**config.mk**
```make
export PLATFORM = sky130hd
export DESIGN_NAME = tkal_ctrl
export DESIGN_NICKNAME = d
export VERILOG_FILES = /design/src/rtl/tkal_pkg.sv /design/src/rtl/tkal_ctrl.sv
export SDC_FILE = /design/constraint.sdc
export NUM_CORES = 1
export LEC_CHECK = 0
export ABC_AREA = 1
export BUFFER_PORTS_ARGS = -buffer_cell sky130_fd_sc_hd__buf_4
export CAP_MARGIN = 25
export CORE_ASPECT_RATIO = 1.1
export CORE_MARGIN = 4
export CORE_UTILIZATION = 55
export CTS_CLUSTER_SIZE = 20
export DETAILED_ROUTE_END_ITERATION = 8
export GPL_ROUTABILITY_DRIVEN = 1
export PLACE_DENSITY = 0.78
export SYNTH_ARGS = -nofsm -noshare
export SYNTH_HDL_FRONTEND = slang
export SYNTH_SLANG_ARGS = --single-unit
```
**constraint.sdc**
```tcl
create_clock -name clk -period 8.4 [get_ports clk]
set_input_delay 0.42 -clock clk [delete_from_list [all_inputs] [get_ports clk]]
set_output_delay 0.42 -clock clk [all_outputs]
set_load 0.01 [all_outputs]
```
**src/rtl/tkal_pkg.sv**
```systemverilog
// shared constants, codes, types and address helpers for the tree ancestor engine
// depends on nothing
package tkal_pkg;

  localparam int NODES  = 1024;
  localparam int LEVELS = 11;

  localparam int NODE_W   = 10;
  localparam int STEP_W   = 10;
  localparam int DEPTH_W  = 10;
  localparam int STATUS_W = 2;

  localparam int NODE_AW   = $clog2(NODES);
  localparam int LVL_W     = $clog2(LEVELS);
  localparam int TBL_DEPTH = NODES * LEVELS;
  localparam int TBL_AW    = $clog2(TBL_DEPTH);

  localparam logic [DEPTH_W-1:0] DEPTH_MAX = {DEPTH_W{1'b1}};

  localparam logic KIND_LOAD  = 1'b0;
  localparam logic KIND_QUERY = 1'b1;

  localparam logic [STATUS_W-1:0] ST_LOAD_OK = 2'd0;
  localparam logic [STATUS_W-1:0] ST_FOUND   = 2'd1;
  localparam logic [STATUS_W-1:0] ST_NONE    = 2'd2;
  localparam logic [STATUS_W-1:0] ST_BAD     = 2'd3;

  typedef struct packed {
    logic              kind;
    logic [NODE_W-1:0] node;
    logic [NODE_W-1:0] parent;
    logic [STEP_W-1:0] steps;
  } req_t;

  typedef struct packed {
    logic                valid;
    logic [STATUS_W-1:0] status;
    logic [NODE_W-1:0]   ancestor;
  } res_t;

  typedef struct packed {
    logic               tbl_we;
    logic [TBL_AW-1:0]  tbl_waddr;
    logic [NODE_W-1:0]  tbl_wdata;
    logic [TBL_AW-1:0]  tbl_raddr;
    logic               dep_we;
    logic [NODE_AW-1:0] dep_waddr;
    logic [DEPTH_W-1:0] dep_wdata;
    logic [NODE_AW-1:0] dep_raddr;
  } mem_cmd_t;

  typedef struct packed {
    logic [NODE_W-1:0]  tbl_rdata;
    logic [DEPTH_W-1:0] dep_rdata;
  } mem_rsp_t;

  function automatic logic [TBL_AW-1:0] slot(input logic [NODE_W-1:0] v,
                                             input logic [LVL_W-1:0] j);
    logic [TBL_AW-1:0] base;
    base = TBL_AW'(TBL_AW'(v) * TBL_AW'(LEVELS));
    return base + TBL_AW'(j);
  endfunction

  function automatic logic [NODE_AW-1:0] dep_addr(input logic [NODE_W-1:0] v);
    return NODE_AW'(v);
  endfunction

endpackage

```
**src/rtl/tkal_ctrl.sv**
```systemverilog
// sequencer of the tree ancestor engine: table fill for loads, lifting walk
// for queries; depends on tkal_pkg and drives tkal_store
module tkal_ctrl (
  input  logic               clk,
  input  logic               rst_n,
  input  logic               req_fire,
  input  tkal_pkg::req_t     req,
  output logic               req_ready,
  input  logic               out_free,
  output tkal_pkg::res_t     res,
  output tkal_pkg::mem_cmd_t cmd,
  input  tkal_pkg::mem_rsp_t rsp
);

  localparam logic [2:0] S_IDLE  = 3'd0;
  localparam logic [2:0] S_ISSUE = 3'd1;
  localparam logic [2:0] S_LIFT  = 3'd2;
  localparam logic [2:0] S_WALK  = 3'd3;
  localparam logic [2:0] S_DONE  = 3'd4;

  localparam logic [tkal_pkg::LVL_W-1:0] LVL_LAST = tkal_pkg::LVL_W'(tkal_pkg::LEVELS - 1);
  localparam logic [tkal_pkg::LVL_W-1:0] LVL_ONE  = tkal_pkg::LVL_W'(1);

  logic [2:0]                    state_r, state_nxt;
  tkal_pkg::req_t                req_r;
  logic [tkal_pkg::LVL_W-1:0]    j_r, j_nxt;
  logic [tkal_pkg::NODE_W-1:0]   cur_r, cur_nxt;
  logic [tkal_pkg::STATUS_W-1:0] status_r, status_nxt;
  logic [tkal_pkg::NODE_W-1:0]   anc_r, anc_nxt;

  logic                          node_ok;
  logic [tkal_pkg::NODE_W-1:0]   par_eff;
  logic [tkal_pkg::DEPTH_W:0]    dep_sum;
  logic [tkal_pkg::DEPTH_W-1:0]  dep_new;
  logic [31:0]                   steps_sh;
  logic [tkal_pkg::NODE_W-1:0]   cur_eff;

  assign node_ok  = 32'(req_r.node) < tkal_pkg::NODES;
  assign par_eff  = (req_r.node == '0) ? '0 : req_r.parent;
  assign dep_sum  = {1'b0, rsp.dep_rdata} + (tkal_pkg::DEPTH_W + 1)'(1);
  assign dep_new  = (req_r.node == '0) ? '0 :
                    (dep_sum[tkal_pkg::DEPTH_W] ? tkal_pkg::DEPTH_MAX :
                     dep_sum[tkal_pkg::DEPTH_W-1:0]);
  assign steps_sh = 32'(req_r.steps) >> j_r;
  assign cur_eff  = steps_sh[0] ? rsp.tbl_rdata : cur_r;

  assign req_ready  = (state_r == S_IDLE);
  assign res.valid    = (state_r == S_DONE);
  assign res.status   = status_r;
  assign res.ancestor = anc_r;

  always_comb begin
    state_nxt  = state_r;
    j_nxt      = j_r;
    cur_nxt    = cur_r;
    status_nxt = status_r;
    anc_nxt    = anc_r;
    cmd        = '0;
    unique case (state_r)
      S_IDLE: begin
        if (req_fire) begin
          state_nxt = S_ISSUE;
        end
      end
      S_ISSUE: begin
        anc_nxt = '0;
        if (req_r.kind == tkal_pkg::KIND_LOAD) begin
          if (!node_ok || (req_r.node != '0 && req_r.parent >= req_r.node)) begin
            status_nxt = tkal_pkg::ST_BAD;
            state_nxt  = S_DONE;
          end else begin
            cmd.tbl_we    = 1'b1;
            cmd.tbl_waddr = tkal_pkg::slot(req_r.node, '0);
            cmd.tbl_wdata = par_eff;
            cmd.tbl_raddr = tkal_pkg::slot(par_eff, '0);
            cmd.dep_raddr = tkal_pkg::dep_addr(par_eff);
            j_nxt         = LVL_ONE;
            state_nxt     = S_LIFT;
          end
        end else begin
          if (!node_ok) begin
            status_nxt = tkal_pkg::ST_NONE;
            state_nxt  = S_DONE;
          end else begin
            cmd.tbl_raddr = tkal_pkg::slot(req_r.node, '0);
            cmd.dep_raddr = tkal_pkg::dep_addr(req_r.node);
            cur_nxt       = req_r.node;
            j_nxt         = '0;
            state_nxt     = S_WALK;
          end
        end
      end
      S_LIFT: begin
        cmd.tbl_we    = 1'b1;
        cmd.tbl_waddr = tkal_pkg::slot(req_r.node, j_r);
        cmd.tbl_wdata = rsp.tbl_rdata;
        cmd.tbl_raddr = tkal_pkg::slot(rsp.tbl_rdata, j_r);
        if (j_r == LVL_ONE) begin
          cmd.dep_we    = 1'b1;
          cmd.dep_waddr = tkal_pkg::dep_addr(req_r.node);
          cmd.dep_wdata = dep_new;
        end
        if (j_r == LVL_LAST) begin
          status_nxt = tkal_pkg::ST_LOAD_OK;
          state_nxt  = S_DONE;
        end else begin
          j_nxt = j_r + LVL_ONE;
        end
      end
      S_WALK: begin
        if (j_r == '0 && req_r.steps > rsp.dep_rdata) begin
          status_nxt = tkal_pkg::ST_NONE;
          state_nxt  = S_DONE;
        end else if (j_r == LVL_LAST) begin
          status_nxt = tkal_pkg::ST_FOUND;
          anc_nxt    = cur_eff;
          state_nxt  = S_DONE;
        end else begin
          cmd.tbl_raddr = tkal_pkg::slot(cur_eff, j_r + LVL_ONE);
          cur_nxt       = cur_eff;
          j_nxt         = j_r + LVL_ONE;
        end
      end
      S_DONE: begin
        if (out_free) begin
          state_nxt = S_IDLE;
        end
      end
      default: begin
        state_nxt = S_IDLE;
      end
    endcase
  end

  always_ff @(posedge clk) begin
    if (!rst_n) begin
      state_r <= S_IDLE;
    end else begin
      state_r <= state_nxt;
    end
  end

  always_ff @(posedge clk) begin
    if (req_fire) begin
      req_r <= req;
    end
    j_r      <= j_nxt;
    cur_r    <= cur_nxt;
    status_r <= status_nxt;
    anc_r    <= anc_nxt;
  end

endmodule

```
## Word-level counts from Yosys, hierarchy flattened

Index checks and enable logic that the tools add are counted.
Widths: inputs -> output; s select.

| word-level totals | value |
|---|---|
| flip-flop bits (word level) | 60 |
| input port bits | 55 |

| operators by class | value |
|---|---|
| $add $sub $neg | 5 |
| $mul | 4 |
| magnitude comparators | 2 |
| equal/unequal tests | 17 |
| shifts and indexed selects | 1 |
| multiplexer cells | 41 |
| reduce and logical (&&, ||, !) cells | 13 |

Operators with widths:

| operator | number |
|---|---|
| $mux 10 | 12 |
| $mul 10x4->14 const B | 4 |
| $pmux 25 s2 | 1 |
| $add 14x4->14 | 3 |
| $mux 14 | 3 |
| $mux 21 | 2 |
| $pmux 14 s3 | 1 |
| $pmux 10 s2 | 2 |
| $mux 39 | 1 |
| $mux 25 | 1 |
| $mux 3 | 6 |
| $ne 2x2->1 const B | 9 |
| $mux 4 | 4 |
| $pmux 3 s5 | 1 |
| $pmux 4 s3 | 1 |
| $add 10x1->11 const B | 1 |
| $ge 10x10->1 | 1 |
| $gt 10x10->1 | 1 |
| $logic_not 10->1 | 1 |
| $mux 2 | 5 |
| $reduce_bool 10->1 | 1 |
| $shr 10x4->1 | 1 |
| $eq 3x2->1 const B | 2 |
| $ne 3x3->1 const B | 2 |
| other kinds (15) | 17 |

## Logic depth before layout (Yosys ltp)

| depth | value |
|---|---|
| depth in word-level cells | 7 |
| gate-level depth with buffers | 27 |

## Least setup slack after synthesis

Ideal clock, no wire load.

| path | value |
|---|---|
| path kind | reg2out |
| from | register j_r[0] (netlist name) |
| to | output cmd[42] (netlist name) |
| arrival | 3.823 ns |
| required time | 7.980 ns |
| setup slack | 4.157 ns |
| cell stages (with the launch flop) | 24 |
| buffers on the path | 1 |
| cell sequence | edfxtp_1 > inv_2 > nor2_1 > o21ai_1 > nand3_2 > nand3_4 > inv_8 > buf_12 > o21ai_0 > ha_1 > fa_1 > ha_1 > ha_1 > nand2_1 > o21ai_0 > nand2_1 > nand2_1 > nand3_1 > nand2_1 > nand2_1 > nand2_1 > nor2_1 > nor2_1 > nand3_1 |

RTL lines:

| item | RTL line | text |
|---|---|---|
| start: declaration | tkal_ctrl.sv:26 | `logic [tkal_pkg::LVL_W-1:0] j_r, j_nxt;` |
| start signal: assignment | tkal_ctrl.sv:147 | `j_r <= j_nxt;` |
| end: declaration | tkal_ctrl.sv:11 | `output tkal_pkg::mem_cmd_t cmd,` |

==> flow_metrics.py <==
metrics = {
    "setup_path": {
        "slowest_stage": "edfxtp_1",
        "worstPathArrival_ns": 4.72,
        "cp.buffers_inverters": 3,
        "critPathKind": "reg2out",
        "crit_fanout": 16,
        "path_common_cell": "nand2_1",
        "cp-end-kind": "output port",
        "cpPeakStageDelay_ns": 0.56,
        "cp_cell_sequence": "inv_2 -> a21oi_2 -> o21ai_1 -> nand2_1 -> nand2_2 -> nand3_4 -> inv_8 -> o21ai_0 -> ha_1 -> fa_1 -> ha_1 -> ha_1 -> a21oi_1 -> o21ai_0 -> nand2_1 -> nand2_1 -> nand2_1 -> nand2_1 -> nor2_1 -> nor2_1 -> a21oi_1 -> nand2_1 -> buf_4",
        "cp_top_family": "adder cells",
        "critPathLaunchType": "flip-flop",
        "required_ns": 7.98,
    },
    "clock_network": {
        "ctsResizeCount": 0,
        "clkSinkCount": 60,
        "holdBufCountCts": 0,
        "numCtsBuffers": 9,
        "htreeDepth": 3,
        "cts_buffer_depth": 2,
        "cts_root_buffer": "clkbuf_16",
        "post_cts_buffers": 0,
        "cts_tree": "built",
        "clock_latency_ns": 0.34,
        "clk_pin_slew_ns": 0.06,
    },
    "timing": {
        "timing.hold.ws_ns": 0.253,
        "final_max_slew_viol_count": 0,
        "setup-tns-final_ns": 0,
        "relSlewSlack_pct": 38.2,
        "setup_viol": 0,
        "fin_crit_sh_pct": 61.2,
        "finalHoldViolations": 0,
        "finClkSkew_ns": 0.00782,
        "tightest_slew_ns": 0.927,
        "period_needed_ns": 5.14,
        "rsz0062_at_grt": "no",
        "clock.fmax_ghz": 0.194,
    },
    "routing": {
        "ant_nets": 0,
        "first_pass_iters": 6,
        "vias": 8221,
        "avgViaCountPerCell": 5.42,
        "drc_errors": 0,
        "wl_per_cell_um": 15.8,
        "wirelength_um": 23900,
        "drt_iter0_markers": 623,
    },
    "floorplan": {
        "io_pins": 139,
        "die_h_um": 139,
        "die_x_um": 127,
        "core_mm2": 0.0152,
        "num_rows": 47,
        "die_area_mm2": 0.0178,
        "start_util_pct": 56.7,
    },
    "layout": {
        "drive_above_1_share_pct": 16.1,
        "most-common-layout-cells": "inv_1, nand2_1, ha_1",
        "final_common_cell": "inv_1",
        "fin_nets": 1553,
        "final_util_pct": 66.6,
        "synthToLayoutAreaGrowth_pct": 17.4,
        "nFillCells": 1366,
        "n_antenna_cell": 0,
    },
    "global_route": {
        "grt_max_degree": 33,
        "grt_remaining_overflow": 0,
        "track_usage_pct": 27.3,
        "grt_pass1_vias": 8152,
        "grt_pass1_wl_um": 39000,
        "antenna_found_initial": 0,
    },
    "synthesis": {
        "ys.flop_type": "edfxtp_1",
        "ys_ff_latch": 60,
        "postSynthAreaPerCell_um2": 7.32,
        "synth_cell_types": 47,
        "synth-edff-count": 57,
        "ys.warnings.count": 0,
        "yosysSeqAreaShare_pct": 20.5,
        "synthArstFlopShare_pct": 0,
        "syn_area_mm2": 0.00864,
        "syn_inst": 1180,
        "syn-num-nets": 1417,
    },
    "status": {
        "status": "complete, no violations",
    },
    "place": {
        "dp_hpwl_um": 20100,
        "gp_congestion": 0.932,
        "io_buffers": 138,
    },
    "flow_run": {
        "maxCapViolCount": 0,
    },
    "worst_hold_path": {
        "hold_class": "in2reg",
    },
}
-- state kept, by name (all words and copies together), names as in the netlist --
register / flops
anc_r: 10
state_r: 3
req_r: 31
status_r: 2
cur_r: 10
j_r: 4
-- per-stage QoR --
stage	worst slack (ns)	cells	area, um2
floorplan	4.16	1180	8640
global placement	3.76	1501	9840
detailed placement	3.65	1501	9840
CTS	3.28	1517	10100
global route	2.87	1517	10100
finish	3.26	1517	10100
-- area by class of cell --
| class | instances | area [um2] | area share (%) |
|---|---|---|---|
| repair buffers | 139 | 1040 | 10.3 |
| well taps | 196 | 245 | 2.42 |
| clock inverters | 7 | 77.6 | 0.765 |
| clock buffers | 9 | 225 | 2.22 |
| inverters | 261 | 987 | 9.73 |
| flip-flops and latches | 60 | 1770 | 17.5 |
| multi-input cells | 845 | 5790 | 57.1 |
-- kinds of logic (layout without fill, tap and decap cells) --
kind of cell / Yosys count / after routing / synth area share [%]
AOI/OAI and AO/OA: 162 / 162 / 11.3
xor gates and xnor gates: 21 / 21 / 2.22
adders and majority gates: 182 / 182 / 29.1
buffers and inverters: 275 / 416 / 12.5
DFF: 60 / 60 / 20.5
and+or+nand+nor: 480 / 480 / 24.4
-- routing by layer --
metal | global-route usage [%] | share of wire (%)
met3 | 5.52 | 7.2
met4 | 9.60 | 3.3
met5 | 0 | 0
met1 | 33.6 | 41
met2 | 47.2 | 48
-- cells in the mapped netlist (4+ instances only) --
cell / number / area (um2)
buf_2: 4 / 20.0
or2_2: 5 / 31.3
inv_2: 8 / 30.0
edfxtp_1: 57 / 1710
inv_1: 251 / 942
xnor2_1: 8 / 70.1
o22ai_1: 6 / 37.5
o21ai_1: 4 / 20.0
nor2_1: 100 / 375
o211ai_1: 4 / 30.0
fa_1: 32 / 641
nand3_1: 63 / 315
a21oi_1: 51 / 255
nor3_1: 14 / 70.1
nand2_1: 247 / 927
nand3b_1: 5 / 37.5
clkbuf_1: 6 / 22.5
a31oi_1: 6 / 37.5
nand2_4: 7 / 78.8
o21bai_1: 7 / 52.6
o21ai_2: 16 / 140
o21ai_0: 51 / 255
a211oi_1: 4 / 30.0
nand4_1: 21 / 131
ha_1: 150 / 1880
xor2_1: 12 / 105
nand2_2: 10 / 62.6
-- final timing paths --
check / start / end / slack, ns / depth (start not counted)
worst max-delay path: j_r[0]$_DFFE_PP_ / cmd[44] / 3.26 / 23
worst min register to register: state_r[1]$_SDFFE_PN0P_ / status_r[1]$_DFFE_PP_ / 0.67 / 3
worst min-delay path: req[6] / req_r[6]$_DFFE_PP_ / 0.25 / 1
worst max register to register: state_r[0]$_SDFFE_PN0P_ / cur_r[6]$_DFFE_PP_ / 5.63 / 8
-- worst register-to-register path, delay by kind of cell (launching register included) --
family | cells | cell delay [ns]
DFF | 1 | 0.40
buffers and inverters | 4 | 0.68
and+or+nand+nor | 4 | 1.34
Power is left out: the tool's default activity adds up to more than one toggle a clock period on the data nets, which glitch-free logic cannot reach.
